==> src/design/mqer_pkg.sv <==
`default_nettype none

package mqer_pkg;

	localparam int QUEUE_DEPTH_DEF  = 16;
	localparam int SOURCE_COUNT_DEF = 6;
	localparam int PAYLOAD_BITS_DEF = 32;

	localparam int CMD_W  = 2;
	localparam int TYPE_W = 3;
	localparam int SRC_W  = 3;

	// request commands
	localparam logic [CMD_W-1:0] CMD_SCHED = 2'd0;
	localparam logic [CMD_W-1:0] CMD_DEQ   = 2'd1;
	localparam logic [CMD_W-1:0] CMD_DRAIN = 2'd2;

	// event types with a fixed meaning; 1..SOURCE_COUNT select a source queue
	localparam logic [TYPE_W-1:0] TYPE_NONE = 3'd0;
	localparam logic [TYPE_W-1:0] TYPE_MAIN = 3'd7;

	// controller to datapath
	typedef struct packed {
		logic load_item;   // capture the accepted request
		logic push_sched;  // route the captured event to its queue
		logic deq_read;    // read head of main queue, advance its read pointer
		logic deq_none;    // present an empty-queue result
		logic deq_load;    // present the main queue read data
		logic drain_issue; // read head of the source queue, advance its read pointer
	} ctrl_cmd_t;

	// datapath to controller
	typedef struct packed {
		logic main_empty;
		logic src_ok;      // captured source index names a real queue
		logic src_empty;
		logic drain_pend;  // a source read is still on its way to the main queue
		logic out_free;    // result register can take a new result this cycle
	} dp_stat_t;

endpackage

`default_nettype wire

==> src/design/mqer_ctrl.sv <==
`default_nettype none

module mqer_ctrl (
	input  wire logic                       clk,
	input  wire logic                       arst_n,
	input  wire logic                       in_valid,
	input  wire logic [mqer_pkg::CMD_W-1:0] in_cmd,
	output logic                            in_ready,
	input  wire mqer_pkg::dp_stat_t         stat,
	output mqer_pkg::ctrl_cmd_t             cmd
);
	import mqer_pkg::*;

	localparam logic [2:0] ST_IDLE     = 3'd0;
	localparam logic [2:0] ST_SCHED    = 3'd1;
	localparam logic [2:0] ST_DEQ      = 3'd2;
	localparam logic [2:0] ST_DEQ_WAIT = 3'd3;
	localparam logic [2:0] ST_DRAIN    = 3'd4;

	logic [2:0] state_q;
	logic [2:0] state_d;

	always_comb begin
		state_d  = state_q;
		cmd      = '0;
		in_ready = 1'b0;
		unique case (state_q)
			ST_IDLE: begin
				in_ready = 1'b1;
				if (in_valid) begin
					cmd.load_item = 1'b1;
					unique case (in_cmd)
						CMD_SCHED: state_d = ST_SCHED;
						CMD_DEQ:   state_d = ST_DEQ;
						CMD_DRAIN: state_d = ST_DRAIN;
						default:   state_d = ST_IDLE;
					endcase
				end
			end
			ST_SCHED: begin
				cmd.push_sched = 1'b1;
				state_d        = ST_IDLE;
			end
			ST_DEQ: begin
				// hold until the result register is free
				if (stat.out_free) begin
					if (stat.main_empty) begin
						cmd.deq_none = 1'b1;
						state_d      = ST_IDLE;
					end else begin
						cmd.deq_read = 1'b1;
						state_d      = ST_DEQ_WAIT;
					end
				end
			end
			ST_DEQ_WAIT: begin
				cmd.deq_load = 1'b1;
				state_d      = ST_IDLE;
			end
			ST_DRAIN: begin
				if (!stat.src_ok) begin
					state_d = ST_IDLE;
				end else begin
					cmd.drain_issue = !stat.src_empty;
					if (stat.src_empty && !stat.drain_pend) begin
						state_d = ST_IDLE;
					end
				end
			end
			default: state_d = ST_IDLE;
		endcase
	end

	always_ff @(posedge clk or negedge arst_n) begin
		if (!arst_n) begin
			state_q <= ST_IDLE;
		end else begin
			state_q <= state_d;
		end
	end

endmodule

`default_nettype wire

==> config.mk <==
export PLATFORM = sky130hd
export DESIGN_NAME = mqer_ctrl
export DESIGN_NICKNAME = d
export VERILOG_FILES = /design/src/design/mqer_pkg.sv /design/src/design/mqer_ctrl.sv
export SDC_FILE = /design/constraint.sdc
export NUM_CORES = 1
export LEC_CHECK = 0
export BUFFER_PORTS_ARGS = -buffer_cell sky130_fd_sc_hd__buf_2
export CORE_AREA = 2 2 39 41
export CTS_CLUSTER_SIZE = 20
export DETAILED_ROUTE_END_ITERATION = 10
export DIE_AREA = 0 0 41 43
export HOLD_SLACK_MARGIN = 0.12
export PLACE_DENSITY_LB_ADDON = 0.3
export REMOVE_ABC_BUFFERS = 1
export SYNTH_ARGS = -nofsm -noshare
export SYNTH_HDL_FRONTEND = slang
export SYNTH_SLANG_ARGS = --single-unit
==> constraint.sdc <==
create_clock -name clk -period 1.6 [get_ports clk]
set_input_delay 0.16 -clock clk [delete_from_list [all_inputs] [get_ports clk]]
set_output_delay 0.16 -clock clk [all_outputs]
set_load 0.1 [all_outputs]
# Yosys cells after proc, flatten, opt, wreduce, memory -nomap -nowiden

Cells that the tools add are included.

Equal/unequal tests: 9
Mux-type cells: 18
Reductions and logical operators: 6

Operators with widths:

| kind                                                 | number |
|---|---|
| case mux 3 bit (3 select lines)                      | 2 |
| two-way mux 3 bit                                    | 4 |
| two-way mux 1 bit                                    | 9 |
| equality test 3 x 2 -> 1 bit (second input constant) | 2 |
| two-way mux 2 bit                                    | 3 |
| != test 2 bit (second input constant)                | 2 |
| equality test 3 x 1 -> 1 bit (second input constant) | 1 |
| equality test 3 bit (second input constant)          | 1 |
| logical NOT 3 bit                                    | 1 |
| != test 3 bit (second input constant)                | 1 |
| AND reduction 3 bit                                  | 1 |
| equality test 2 x 1 -> 1 bit (second input constant) | 1 |
| equality test 2 bit (second input constant)          | 1 |
| logical NOT 1 bit                                    | 2 |
| logical NOT 2 bit                                    | 1 |
| logical AND 1 bit                                    | 1 |

Register bits: 3

# Depth between registers and ports, before layout

Depth in word-level cells: 5
Mapped depth: 3
Gate-level depth less buffers: 2

# Worst setup path before layout

OpenSTA, ideal clock, no wires.

Path type: flip-flop to output port
From: register state_q[1]
To: output port cmd[4] (netlist name)
Data arrival time: 2708 ps
Data required time: 1440 ps
Slack: -1268 ps
Stages on the path, launching flop included: 3
Cell sequence: dfrtp_1 buf_4 nor3b_1

RTL lines:

| what                   | line            | source |
|---|---|---|
| from (decl)            | mqer_ctrl.sv:20 | `logic [2:0] state_q;` |
| from (signal assigned) | mqer_ctrl.sv:78 | `state_q <= state_d;` |
| to (decl)              | mqer_ctrl.sv:10 | `output mqer_pkg::ctrl_cmd_t cmd` |

# Worst setup path in the final report

From: register state_q[1]
To: output port in_ready

Cells in the longest elaborated chain, start to end: 2

Ends and longest elaborated chain:

| what              | line            | source |
|---|---|---|
| logical NOT 3 bit | mqer_ctrl.sv:27 | `unique case (state_q)` |
| two-way mux 1 bit | mqer_ctrl.sv:27 |  |
| to (decl)         | mqer_ctrl.sv:8  | `output logic in_ready,` |

No other way between the ends.

==> reports/results.txt <==
Setup slack on the critical path of the routed design comes to 0.0831 ns. The initial utilization of the core area, before any placement, comes to 16.6%. The wire length of the first global-routing pass was 917 µm; the number of antenna violations at the first check in global routing was 0. For this run the aggregate overflow at the end of global routing stands at 0.

For this run, the total global-route usage over all layers was measured as 8.65%. The register with the most flip-flops in the layout has 3 of them. For the worst setup path, the data arrival time is 1.36 ns. The growth of design area from synthesis to finish works out to 85.3%. The worst-margin pin slew came out at 0.484 ns. In this run, synthesis produced a sequential element count of 3. The max-slew violation total from the final report is 0. Summing all placed instances gives a cell area of 383 µm². After detailed routing, the number of remaining DRC violations is 0. The region available for standard cell placement spans 1380 µm². For this run, the post-layout net count is 53. The post-synthesis area per instance was 10.5 µm²; the maximum buffer depth of the clock tree was 2. The required time reported for the critical path endpoint was 1.44 ns. In the final layout, the registers with the most flip-flops are state_q: 3 flops.

Final hold analysis gives a worst-case slack of 0.219 ns. During placement, the flow inserted port buffers numbering 16. Overall power consumption after layout is estimated at 477 µW.

Sequential elements use 32.6% of the synthesized area. Power density normalized to cell area: 1120 nW/µm². Maximum resistive drop on vdd: 0.276 mV. The tools report the final setup violation count as 0. The utilization after layout came out at 30.8%.

The first TritonRoute pass finished after 4 iterations. At the placement stage, the worst setup path has a slack of 0.320 ns. Leaving out fill and tap cells, the most frequent cell in the layout is sky130_fd_sc_hd__buf_2.

The number of setup buffers added after CTS is 0. The tools report the relative max-transition margin as 67.9%. For the via count of the first global-routing pass, the log shows 222. The post-layout instance area came out at 427 µm². The number of antenna diodes is 0, and the total clock buffers created by CTS is 3. The tree built by TritonCTS fans out to 3 sinks. The cell count after synthesis came out at 22.

The logs give 0.00360 ns for the final setup skew and 17 for the I/O pin total. The detailed router placed 255 vias in this run. In the final routed layout, each cell accounts on average for 11.2 µm. The run gives 230 µm² as the summed instance area of the synthesized netlist. In this run the vertical extent of the chip is 43 µm. The run finished with clean final reports.

After floorplanning, the core was divided into 14 placement rows. The run gives 509 µm as the post-detailed-placement half-perimeter wirelength. In this run the worst path has a maximum fanout of 11. The tool flagged a number of max-cap violations equal to 0. Dividing the final minimum period by the clock period gives 94.8%.

At the end of routability-driven placement, the weighted congestion stood at 0.658. The register with the most flip-flops in the final layout is state_q. Leaving out fill and tap cells, the most frequent cells in the layout are 11 x sky130_fd_sc_hd__buf_2, 4 x sky130_fd_sc_hd__clkbuf_4, 4 x sky130_fd_sc_hd__buf_12.

Synthesis instantiated 19 different standard cells from the library. The number of hold violations in the final report was 0. Total of warnings raised by yosys: 0. The die is 41 µm wide.

Using the TritonRoute via totals, the vias-per-cell ratio works out to 4.40. The logs give 648 µm for the total wire length and 5 for the number of design-rule violations left by the first detailed-router iteration. The worst setup path is launched from a flop. The tightest min-delay check is of the input port to flop type. The peak clock frequency supported by timing is 659 MHz, and the number of H-tree levels is 1. Entering global routing, the biggest net connects 12 pins.

TritonCTS built the clock tree. Insertion delay of the later-clocked pin in the worst-skew pair: 0.23 ns. The tree is rooted in a sky130_fd_sc_hd__clkbuf_4.

The clock period could shrink to 1.52 ns. By startpoint and endpoint, the worst setup path is classified as flop to primary output. In this run the static leakage power is 0.000194 µW. The ratio of cells with drive above 1 in the final layout was 54.8%; the clock-pin slew of the registers on the worst-case setup and hold paths was 0.04 ns. STA classifies the critical path endpoint as a primary output. The post-detailed-route count of antenna-violating nets came out at 0. The die covers 1760 µm².
==> stage by stage <==
stage                     setup TNS, ns  std cells
after floorplan                   -4.47         21
after global routing            -0.0331         58
after detailed placement              0         53
final                                 0         58
after global placement                0         53
after CTS                             0         58
==> where the power goes <==
part / internal [µW] / total, µW / switching (µW)
clock network: 93.6 / 134 / 40.7
logic: 71.2 / 239 / 168
registers: 85.3 / 104 / 19.1
total: 250 / 477 / 227
==> cell families after synthesis <==
family	synth area share [%]
AND/OR/NAND/NOR	50.5
AO/OA/AOI/OAI	13.6
flip-flops	32.6
buffers and inverters	3.26
==> cell usage after synthesis <==
cell type | n | area, µm²
sky130_fd_sc_hd__and4b_1 | 1 | 10.0
sky130_fd_sc_hd__o2bb2ai_1 | 1 | 8.76
sky130_fd_sc_hd__and3b_1 | 1 | 8.76
sky130_fd_sc_hd__nor3b_1 | 1 | 7.51
sky130_fd_sc_hd__nand4bb_1 | 1 | 11.3
sky130_fd_sc_hd__or4b_1 | 1 | 10.0
sky130_fd_sc_hd__a21boi_0 | 1 | 7.51
sky130_fd_sc_hd__nand3b_1 | 1 | 7.51
sky130_fd_sc_hd__and4_1 | 1 | 8.76
sky130_fd_sc_hd__buf_4 | 1 | 7.51
sky130_fd_sc_hd__nor2_1 | 2 | 7.51
sky130_fd_sc_hd__and2b_2 | 1 | 8.76
sky130_fd_sc_hd__a21boi_1 | 1 | 7.51
sky130_fd_sc_hd__dfrtp_1 | 3 | 75.1
sky130_fd_sc_hd__nor2b_1 | 1 | 6.26
sky130_fd_sc_hd__nor3_1 | 1 | 5.00
sky130_fd_sc_hd__nor4b_2 | 1 | 15.0
sky130_fd_sc_hd__nor4bb_1 | 1 | 10.0
sky130_fd_sc_hd__o21a_1 | 1 | 7.51
==> cell type report <==
cell class,count,area (µm²)
fill,151,957
multi-input combinational,18,153
timing repair buffer,17,153
sequential,3,75.1
clock buffer,4,26.3
tap,16,20.0
==> critical path, cell delays in order (launching register included) <==
cell and delay (ns):
sky130_fd_sc_hd__dfrtp_1 0.47, sky130_fd_sc_hd__nor3_1 0.19, sky130_fd_sc_hd__buf_2 0.46
==> final timing paths <==
check / cells after the start / slack, ns / startpoint / end
setup / recovery: 2 / 0.08 / state_q[1] / in_ready
hold / removal: 3 / 0.22 / stat[0] / state_q[0]
setup reg to reg: 2 / 0.39 / state_q[1] / state_q[0]
hold reg to reg: 2 / 0.64 / state_q[0] / state_q[1]
max in group asynchronous: 2 / 1.23 / arst_n / state_q[0]
min in group asynchronous: 2 / 0.25 / arst_n / state_q[2]
==> what timing repair did <==
item | CTS | global route
hold buffers | 1 | 0
hold endpoints to repair | 3 | 0
setup endpoints to repair | 0 | 3
resized for setup | 0 | 3
==> routing by layer <==
| layer | wire, µm | GRT usage, % |
|---|---|---|
| met1 | 302 | 10.4 |
| met4 | 0 | 12.0 |
| met5 | 0 | 0 |
| met2 | 272 | 10.0 |
| met3 | 73 | 2.09 |
(Power assumes the default switching activity.)
