===== src/design/mqer_pkg.sv =====
`default_nettype none

package mqer_pkg;

	localparam int QUEUE_DEPTH_DEF  = 16;
	localparam int SOURCE_COUNT_DEF = 6;
	localparam int PAYLOAD_BITS_DEF = 32;

	localparam int CMD_W  = 2;
	localparam int TYPE_W = 3;
	localparam int SRC_W  = 3;

	// request commands
	localparam logic [CMD_W-1:0] CMD_SCHED = 2'd0;
	localparam logic [CMD_W-1:0] CMD_DEQ   = 2'd1;
	localparam logic [CMD_W-1:0] CMD_DRAIN = 2'd2;

	// event types with a fixed meaning; 1..SOURCE_COUNT select a source queue
	localparam logic [TYPE_W-1:0] TYPE_NONE = 3'd0;
	localparam logic [TYPE_W-1:0] TYPE_MAIN = 3'd7;

	// controller to datapath
	typedef struct packed {
		logic load_item;   // capture the accepted request
		logic push_sched;  // route the captured event to its queue
		logic deq_read;    // read head of main queue, advance its read pointer
		logic deq_none;    // present an empty-queue result
		logic deq_load;    // present the main queue read data
		logic drain_issue; // read head of the source queue, advance its read pointer
	} ctrl_cmd_t;

	// datapath to controller
	typedef struct packed {
		logic main_empty;
		logic src_ok;      // captured source index names a real queue
		logic src_empty;
		logic drain_pend;  // a source read is still on its way to the main queue
		logic out_free;    // result register can take a new result this cycle
	} dp_stat_t;

endpackage

`default_nettype wire


===== src/design/mqer_dp.sv =====
`default_nettype none

module mqer_dp #(
	parameter int QUEUE_DEPTH  = mqer_pkg::QUEUE_DEPTH_DEF,
	parameter int SOURCE_COUNT = mqer_pkg::SOURCE_COUNT_DEF,
	parameter int PAYLOAD_BITS = mqer_pkg::PAYLOAD_BITS_DEF
) (
	input  wire logic                        clk,
	input  wire logic                        arst_n,
	input  wire mqer_pkg::ctrl_cmd_t         cmd,
	output mqer_pkg::dp_stat_t               stat,
	input  wire logic [mqer_pkg::TYPE_W-1:0] in_type,
	input  wire logic [PAYLOAD_BITS-1:0]     in_payload,
	input  wire logic [mqer_pkg::SRC_W-1:0]  in_source,
	output logic                             out_valid,
	input  wire logic                        out_ready,
	output logic [mqer_pkg::TYPE_W-1:0]      out_type,
	output logic [PAYLOAD_BITS-1:0]          out_payload
);
	import mqer_pkg::*;

	localparam int PTR_W  = $clog2(QUEUE_DEPTH);
	localparam int QSEL_W = $clog2(SOURCE_COUNT + 1);
	localparam int SRC_N  = SOURCE_COUNT * QUEUE_DEPTH;
	localparam int SRC_AW = $clog2(SRC_N);
	localparam int REC_W  = TYPE_W + PAYLOAD_BITS;

	localparam logic [QSEL_W-1:0] MAIN_Q   = QSEL_W'(SOURCE_COUNT);
	localparam logic [PTR_W-1:0]  PTR_LAST = PTR_W'(QUEUE_DEPTH - 1);

	typedef logic [REC_W-1:0] rec_t;

	// captured request
	logic [TYPE_W-1:0]       type_q;
	logic [PAYLOAD_BITS-1:0] payload_q;
	logic [SRC_W-1:0]        source_q;

	// ring pointers; the last entry belongs to the main queue
	logic [PTR_W-1:0] rd_ptr_q [SOURCE_COUNT+1];
	logic [PTR_W-1:0] wr_ptr_q [SOURCE_COUNT+1];

	rec_t src_mem  [SRC_N];
	rec_t main_mem [QUEUE_DEPTH];

	rec_t src_rdata_s1;
	logic drain_vld_s1;
	rec_t main_rdata_q;

	logic                    out_valid_q;
	logic [TYPE_W-1:0]       out_type_q;
	logic [PAYLOAD_BITS-1:0] out_payload_q;

	logic              sched_ok;
	logic [QSEL_W-1:0] sched_idx;
	logic              sched_full;
	logic              src_ok;
	logic [QSEL_W-1:0] src_idx;
	logic              main_empty;
	logic              main_full;
	logic              do_push;
	logic              push_main;
	logic              push_src;
	logic              drain_wr;
	logic [SOURCE_COUNT:0] rd_inc;
	logic [SOURCE_COUNT:0] wr_inc;

	function automatic logic [PTR_W-1:0] ptr_inc(input logic [PTR_W-1:0] p);
		return (p == PTR_LAST) ? '0 : p + 1'b1;
	endfunction

	function automatic logic [SRC_AW-1:0] src_addr(input logic [QSEL_W-1:0] q,
	                                               input logic [PTR_W-1:0] p);
		return SRC_AW'(q) * SRC_AW'(QUEUE_DEPTH) + SRC_AW'(p);
	endfunction

	// route by type: main type to the main queue, 1..SOURCE_COUNT to a source
	always_comb begin
		sched_ok  = 1'b0;
		sched_idx = MAIN_Q;
		if (type_q == TYPE_MAIN) begin
			sched_ok = 1'b1;
		end else if (type_q != TYPE_NONE && int'(type_q) <= SOURCE_COUNT) begin
			sched_ok  = 1'b1;
			sched_idx = QSEL_W'(type_q - 1'b1);
		end
	end

	assign src_ok     = int'(source_q) < SOURCE_COUNT;
	assign src_idx    = src_ok ? QSEL_W'(source_q) : '0;
	assign sched_full = ptr_inc(wr_ptr_q[sched_idx]) == rd_ptr_q[sched_idx];
	assign main_empty = rd_ptr_q[MAIN_Q] == wr_ptr_q[MAIN_Q];
	assign main_full  = ptr_inc(wr_ptr_q[MAIN_Q]) == rd_ptr_q[MAIN_Q];

	assign do_push   = cmd.push_sched && sched_ok && !sched_full;
	assign push_main = do_push && (sched_idx == MAIN_Q);
	assign push_src  = do_push && (sched_idx != MAIN_Q);
	// drop the drained event when the main queue is full
	assign drain_wr  = drain_vld_s1 && !main_full;

	always_comb begin
		for (int i = 0; i <= SOURCE_COUNT; i++) begin
			rd_inc[i] = (cmd.drain_issue && src_idx == QSEL_W'(i))
			         || (cmd.deq_read && MAIN_Q == QSEL_W'(i));
			wr_inc[i] = (do_push && sched_idx == QSEL_W'(i))
			         || (drain_wr && MAIN_Q == QSEL_W'(i));
		end
	end

	always_ff @(posedge clk or negedge arst_n) begin
		if (!arst_n) begin
			for (int i = 0; i <= SOURCE_COUNT; i++) begin
				rd_ptr_q[i] <= '0;
				wr_ptr_q[i] <= '0;
			end
		end else begin
			for (int i = 0; i <= SOURCE_COUNT; i++) begin
				if (rd_inc[i]) rd_ptr_q[i] <= ptr_inc(rd_ptr_q[i]);
				if (wr_inc[i]) wr_ptr_q[i] <= ptr_inc(wr_ptr_q[i]);
			end
		end
	end

	always_ff @(posedge clk) begin
		if (cmd.load_item) begin
			type_q    <= in_type;
			payload_q <= in_payload;
			source_q  <= in_source;
		end
	end

	// source store: one write port (schedule), one registered read port (drain)
	always_ff @(posedge clk) begin
		if (push_src) begin
			src_mem[src_addr(sched_idx, wr_ptr_q[sched_idx])] <= {type_q, payload_q};
		end
		if (cmd.drain_issue) begin
			src_rdata_s1 <= src_mem[src_addr(src_idx, rd_ptr_q[src_idx])];
		end
	end

	// main store: write from schedule or drain, registered read for dequeue
	always_ff @(posedge clk) begin
		if (push_main) begin
			main_mem[wr_ptr_q[MAIN_Q]] <= {type_q, payload_q};
		end else if (drain_wr) begin
			main_mem[wr_ptr_q[MAIN_Q]] <= src_rdata_s1;
		end
		if (cmd.deq_read) begin
			main_rdata_q <= main_mem[rd_ptr_q[MAIN_Q]];
		end
	end

	always_ff @(posedge clk or negedge arst_n) begin
		if (!arst_n) begin
			drain_vld_s1 <= 1'b0;
			out_valid_q  <= 1'b0;
		end else begin
			drain_vld_s1 <= cmd.drain_issue;
			if (cmd.deq_none || cmd.deq_load) begin
				out_valid_q <= 1'b1;
			end else if (out_ready) begin
				out_valid_q <= 1'b0;
			end
		end
	end

	always_ff @(posedge clk) begin
		if (cmd.deq_none) begin
			out_type_q    <= TYPE_NONE;
			out_payload_q <= '0;
		end else if (cmd.deq_load) begin
			out_type_q    <= main_rdata_q[REC_W-1:PAYLOAD_BITS];
			out_payload_q <= main_rdata_q[PAYLOAD_BITS-1:0];
		end
	end

	assign out_valid   = out_valid_q;
	assign out_type    = out_type_q;
	assign out_payload = out_payload_q;

	always_comb begin
		stat            = '0;
		stat.main_empty = main_empty;
		stat.src_ok     = src_ok;
		stat.src_empty  = rd_ptr_q[src_idx] == wr_ptr_q[src_idx];
		stat.drain_pend = drain_vld_s1;
		stat.out_free   = !out_valid_q || out_ready;
	end

endmodule

`default_nettype wire


===== config.mk =====
export PLATFORM = sky130hd
export DESIGN_NAME = mqer_dp
export DESIGN_NICKNAME = d
export VERILOG_FILES = /design/src/design/mqer_pkg.sv /design/src/design/mqer_dp.sv
export SDC_FILE = /design/constraint.sdc
export NUM_CORES = 2
export LEC_CHECK = 0
export BUFFER_PORTS_ARGS = -buffer_cell sky130_fd_sc_hd__buf_2
export CAP_MARGIN = 10
export CORE_AREA = 2 2 853 430
export DETAILED_ROUTE_END_ITERATION = 6
export DIE_AREA = 0 0 855 432
export SYNTH_ARGS = -nofsm -noshare
export SYNTH_HDL_FRONTEND = slang
export SYNTH_SLANG_ARGS = --single-unit

===== constraint.sdc =====
create_clock -name clk -period 9.95 [get_ports clk]
set_input_delay 0.995 -clock clk [delete_from_list [all_inputs] [get_ports clk]]
set_output_delay 0.995 -clock clk [all_outputs]
set_load 0.005 [all_outputs]

After elaboration in Yosys (flattened, before gate mapping)
Memory sizes are Yosys's and may differ from the RTL's. A register that Yosys moved wholly into a read port is not among the register bits. Index checks and enable logic that the tools add are counted.

$add $sub $neg: 18. Order comparisons: 4. Equal/unequal tests: 33. Mux-type cells: 42. Bitwise logic cells: 3. Reduce and logical (&&, ||, !) cells: 30.

Operators by type and width (count): two-way mux 4 bit (23); adder 4 x 1 -> 4 bit, second input constant (15); equality test 4 bit, second input constant (15); binary-select mux 4 bit (select 3 bit) (4); two-way mux 35 bit (1); equality test 3 bit, second input constant (7); logical AND 1 bit (19); equality test 4 bit (4); adder 7 x 4 -> 7 bit (2); equality test 3 x 2 -> 1 bit, second input constant (4); two-way mux 1 bit (11); two-way mux 3 bit (3); >= comparator 4 bit, second input constant (2); inverter 3 -> 4 bit (2); equality test 3 x 1 -> 1 bit, second input constant (2); zero test 3 bit (2); logical OR 1 bit (4); <= comparator 3 bit, second input constant (1); zero test 1 bit (3); less-than comparator 3 bit, second input constant (1); inequality test 3 bit, second input constant (1); nonzero test 3 bit (1); subtractor 3 x 1 -> 3 bit, second input constant (1); nonzero test 2 bit (1); OR 1 bit (1).

Bits in registers: 131. RAM bits: 3920. Word-level logic and storage cells: 153. Memories kept: 2.

Memories: src_mem (depth 96, width 35, read ports 1, clocked after memory_dff 1, wr ports 1, RTL line mqer_dp.sv:42) `rec_t src_mem [SRC_N];`; main_mem (depth 16, width 35, read ports 1, clocked after memory_dff 1, wr ports 1, RTL line mqer_dp.sv:43) `rec_t main_mem [QUEUE_DEPTH];`.

Logic depth before layout (Yosys ltp)
Depth in word-level cells: 17. Mapped depth: 19.

Least setup slack after synthesis
Ideal clock, no wire load.

Path type: register to register. Start: reg type_q[0]. End: mem src_mem[41][0] in the netlist's numbering (enable). Arrival time: 8.516 ns. Data required time: 9.435 ns. Setup slack: 0.920 ns. Cell stages (with the launch flop): 19. Path buffers: 4. Path through: edfxtp_1 > buf_2 > inv_1 > clkbuf_1 > ha_1 > nand2b_1 > a31oi_1 > buf_2 > nor2_1 > o21ai_1 > and2_1 > inv_1 > ha_1 > xor2_1 > xnor2_1 > nor4_4 > or4b_1 > buf_2 > nor4_1.

Word-level cells in the longest chain between the ends: 16. Elaborated cells on any way between the ends: 28. Those cells by class: add/sub: 3; order compare: 1; eq/ne: 4; mux: 13; bitwise: 1; reduce/logical: 6.

Ends and longest elaborated chain: from (decl) (RTL line mqer_dp.sv:34) `logic [TYPE_W-1:0] type_q;`; from (signal assigned) (RTL line mqer_dp.sv:125) `type_q <= in_type;`; <= comparator 3 bit / nonzero test 3 bit (equally long branches) (RTL line mqer_dp.sv:82) `end else if (type_q != TYPE_NONE && int'(type_q) <= SOURCE_COUNT) begin`; logical AND 1 bit (RTL line mqer_dp.sv:82); two-way mux 3 bit (RTL line mqer_dp.sv:82); two-way mux 3 bit (RTL line mqer_dp.sv:80) `if (type_q == TYPE_MAIN) begin`; inverter 3 -> 4 bit (implied by the code) (RTL line mqer_dp.sv:90, mqer_dp.sv:134); binary-select mux 4 bit (select 3 bit) (RTL line mqer_dp.sv:90, mqer_dp.sv:134); two-way mux 4 bit (implied by the code) (2 in series) (RTL line mqer_dp.sv:90, mqer_dp.sv:134); adder 4 x 1 -> 4 bit / equality test 4 bit (equally long branches) (RTL line mqer_dp.sv:68) `return (p == PTR_LAST) ? '0 : p + 1'b1;`; two-way mux 4 bit (RTL line mqer_dp.sv:68); equality test 4 bit (RTL line mqer_dp.sv:90) `assign sched_full = ptr_inc(wr_ptr_q[sched_idx]) == rd_ptr_q[sched_idx];`; zero test 1 bit (RTL line mqer_dp.sv:94) `assign do_push = cmd.push_sched && sched_ok && !sched_full;`; logical AND 1 bit (RTL line mqer_dp.sv:94); logical AND 1 bit (RTL line mqer_dp.sv:96) `assign push_src = do_push && (sched_idx != MAIN_Q);`; two-way mux 1 bit (RTL line mqer_dp.sv:133) `if (push_src) begin`; two-way mux 1 bit (implied by the code) (RTL line mqer_dp.sv:134) `src_mem[src_addr(sched_idx, wr_ptr_q[sched_idx])] <= {type_q, payload_q};`; to (decl) (RTL line mqer_dp.sv:42).

Several ways; a longest one is shown, not always the timed one. The select of a mux whose other input is x is not followed.

Worst setup path after layout
Start: reg type_q[1]. End: mem src_mem[28][12] in the netlist's numbering (enable).

Same word-level chain as after synthesis.

==> impl_metrics.py <==
metrics = {
    "cells_and_area": {
        "layout.core_utilization": 0.501,
        "final_cells": 16361,
        "growth_of_design_area_from_synthesis_to_finish_pct": 12.0,
        "layout.nets": 11278,
        "final_design_area_no_fill_mm2": 0.182,
        "final_layout_size_suffix_gt1_frac": 0.128,
    },
    "power_and_ir_drop": {
        "internal_mw": 31.7,
        "p_comb_frac": 0.292,
        "power_frac_seq": 0.423,
        "net-switching-power_mw": 17.4,
        "ir_drop_uv": 287,
        "clock_power_share": 0.286,
        "power_density_mw_per_mm2": 270,
        "netSwitchingFraction": 0.355,
        "post_route_total_power_mw": 49.1,
        "static_leak_nw": 61.1,
    },
    "sta": {
        "grt_setup_unrepaired": "no",
        "hold_violations": 0,
        "fin_hold_ws_ns": 0.205,
        "min_period_over_period": 0.726,
        "timing.clock.skew_ns": 0.0688,
        "finalSetupViolCount": 0,
        "fmax_mhz": 138,
        "setup_total_negative_slack_ns": 0,
        "tightestPinTransition_ns": 1.67,
        "slew_headroom": -0.110,
        "layout_min_cycle_time_ns": 7.23,
        "finalMaxSlewViolations": 1,
        "worst_slack_ns": 2.72,
    },
    "clock_network": {
        "clock_insertion_delay_worst_skew_ns": 0.97,
        "cts_made_buffers": 362,
        "number_of_gates_given_a_new_drive_strength_after_cts": 0,
        "clock_path_buffers": 4,
        "postCtsSetupBuffers": 0,
        "maximum_level_of_the_cts_h_tree": 5,
        "tritoncts_clock_tree": "yes",
        "hold_buf_count_cts": 0,
        "cts.clk_slew.worst_paths_ns": 0.07,
        "cts_sinks": 4121,
        "clk_root_buffer_cell": "sky130_fd_sc_hd__clkbuf_16",
    },
    "setup_path": {
        "cp.buffers_inverters": 4,
        "crit_path_top_delay_cell": "sky130_fd_sc_hd__nor2_4",
        "path_max_fanout": 35,
        "critical_path.startpoint_type": "flop",
        "crit_type": "reg -> reg",
        "cp_data_required_time_ns": 10.48,
        "timing.critical_path.max_delay_family": "simple AND/OR/NAND/NOR gates",
        "path_cells": "inv_1 -> ha_1 -> nor3_1 -> a31o_1 -> a31oi_1 -> a211o_1 -> and2_1 -> inv_1 -> ha_1 -> a31oi_1 -> o311ai_1 -> nor4_4 -> buf_4 -> nand4b_4 -> buf_4 -> nor2_4",
        "timing.critical_path.slowest_cell_delay_ns": 0.93,
        "cp.arrival_ns": 7.76,
        "crit_path_end_kind": "flop",
    },
    "routing": {
        "vias": 102080,
        "drt_drc_violations_left": 10,
        "antenna_left": 0,
        "wirelength_mm": 530,
        "wirelength_per_cell_um": 32.4,
        "firstDrtPassIters": 7,
        "drtIter0Drc": 18870,
        "detail_route.vias_per_cell": 6.24,
    },
    "synth": {
        "synth-async-reset-ratio": 0.0141,
        "synthDominantAreaCellType": "sky130_fd_sc_hd__edfxtp_1",
        "syn_area_mm2": 0.162,
        "synthesis.yosys.warnings": 0,
        "syn-instance-count": 11123,
        "synthTopCellsByCount": "sky130_fd_sc_hd__edfxtp_1 (4028), sky130_fd_sc_hd__nand2_1 (3152), sky130_fd_sc_hd__nand3_1 (608), sky130_fd_sc_hd__and3_1 (528), sky130_fd_sc_hd__clkbuf_1 (484)",
        "synthTopCellsByArea": "sky130_fd_sc_hd__edfxtp_1 (75%), sky130_fd_sc_hd__nand2_1 (7.3%), sky130_fd_sc_hd__mux4_2 (3.4%)",
        "post-synth-top-count-cell": "sky130_fd_sc_hd__edfxtp_1",
        "synth_top_flop_cell": "sky130_fd_sc_hd__edfxtp_1",
        "number_of_synthesized_flops_with_an_enable_pin": 4028,
        "synth_sequential_area_ratio": 0.759,
        "post_synth_net_total": 11193,
        "synth_seq_cells": 4121,
        "yosys.cell_types.count": 77,
        "yosys.area.top_type_share": 0.745,
        "post_synth.cell_area_avg_um2": 14.6,
    },
    "grt": {
        "grt_max_degree": 169,
        "grt_pass1_vias": 91686,
        "grt_antenna_before_repair": 66,
        "grt_pass1_wl_mm": 732,
        "grt.total_usage": 0.280,
        "global_route.overflow_total": 0,
    },
    "placed_design": {
        "gpl.final_weighted_congestion": 0.974,
        "dpl_cell_area_mm2": 0.170,
        "dp_hpwl_mm": 317,
        "dp_worst_setup_slack_ns": 2.83,
        "buffer_ports.inserted": 87,
        "place.detailed.instances": 15670,
    },
    "status": {
        "failed_checks": "design-rule violations, max-slew violations",
        "status": "finished, violations left",
    },
    "floorplanning": {
        "design.core.area_mm2": 0.363,
        "start_util": 0.447,
        "core.rowCount": 157,
        "die_y_um": 432,
        "pin_count": 88,
        "floorplan.die.width_um": 855,
        "floorplan.die_area_mm2": 0.369,
    },
    "job": {
        "max_cap_violations": 0,
    },
    "hold_path": {
        "hp-class": "in -> reg",
    },
}
## placed cells by master, fill, tap and decap left out, types with 65 or more instances in the layout
master and count:
sky130_fd_sc_hd__nand3_1 608, sky130_fd_sc_hd__o22ai_1 91, sky130_fd_sc_hd__a31oi_1 398, sky130_fd_sc_hd__buf_2 88, sky130_fd_sc_hd__nor2_4 83, sky130_fd_sc_hd__clkinv_1 76
sky130_fd_sc_hd__nor2_1 91, sky130_fd_sc_hd__clkbuf_1 68, sky130_fd_sc_hd__clkinv_2 65, sky130_fd_sc_hd__and3_1 511, sky130_fd_sc_hd__a311oi_1 284, sky130_fd_sc_hd__nand2_1 3152
sky130_fd_sc_hd__mux2i_1 80, sky130_fd_sc_hd__buf_4 312, sky130_fd_sc_hd__a21oi_1 91, sky130_fd_sc_hd__edfxtp_1 4028, sky130_fd_sc_hd__mux4_2 243, sky130_fd_sc_hd__clkbuf_16 368
## power groups by stage
stage	clock network, mW	logic, mW	registers [mW]
after floorplan	0	7.75	20.9
after global placement	0	13.6	21.1
after detailed placement	0	13.8	21.1
after CTS	14.1	13.8	20.7
after global routing	14.8	15.0	20.8
final	14.0	14.3	20.8
## worst paths after layout
kind	start	endpoint	slack (ns)	depth (start not counted)
min reg2reg	out_valid	out_valid	0.49	2
max reg2reg	type_q[1]	src_mem[28][12]	2.72	16
max	type_q[1]	src_mem[28][12]	2.72	16
min in group asynchronous	arst_n	out_valid	0.26	2
min	in_payload[7]	payload_q[7]	0.20	1
max in group asynchronous	arst_n	rd_ptr_q[3]	8.97	2
## worst register-to-register path, stage by stage (launching register included)
cell                       delay, ns
sky130_fd_sc_hd__edfxtp_1       0.78
sky130_fd_sc_hd__inv_1          0.19
sky130_fd_sc_hd__ha_1           0.28
sky130_fd_sc_hd__nor3_1         0.33
sky130_fd_sc_hd__a31o_1         0.74
sky130_fd_sc_hd__a31oi_1        0.09
sky130_fd_sc_hd__a211o_1        0.40
sky130_fd_sc_hd__and2_1         0.25
sky130_fd_sc_hd__inv_1          0.11
sky130_fd_sc_hd__ha_1           0.26
sky130_fd_sc_hd__a31oi_1        0.12
sky130_fd_sc_hd__o311ai_1       0.44
sky130_fd_sc_hd__nor4_4         0.06
sky130_fd_sc_hd__buf_4          0.25
sky130_fd_sc_hd__nand4b_4       0.89
sky130_fd_sc_hd__buf_4          0.64
sky130_fd_sc_hd__nor2_4         0.95
## logic make-up after synthesis
group | synth area share
multiplexers | 0.0443
flip-flops | 0.759
XOR/XNOR | 0.00151
adder cells (fa/ha/maj) | 0.00177
AND/OR/NAND/NOR | 0.121
buffers and inverters | 0.0184
AO/OA/AOI/OAI | 0.0539
## routing by layer
layer	up-vias	track usage	wire [um]
met5	-	0	131
met4	20	0.0712	14600
met3	709	0.117	84800
met2	7082	0.358	206000
met1	51985	0.436	224000
li1	42284	-	-
## layout make-up
cell class | count | area, um2
Timing Repair Buffer | 454 | 3770
Multi-Input combinational cell | 6258 | 37400
Clock buffer | 443 | 9560
Fill cell | 29935 | 181000
Tap cell | 4849 | 6070
Clock inverter | 204 | 1820
Antenna cell | 21 | 52.6
Inverter | 11 | 41.3
Sequential cell | 4121 | 123000
## registers in the layout, summed over array words and instances (netlist names)
name          count
src_mem        3360
main_mem        560
main_rdata_q     35
src_rdata_s1     35
out_payload      32
payload_q        32
rd_ptr_q         28
wr_ptr_q         28
out_type          3
source_q          3
type_q            3
drain_vld_s1      1
out_valid         1
(Power assumes the default switching activity.)
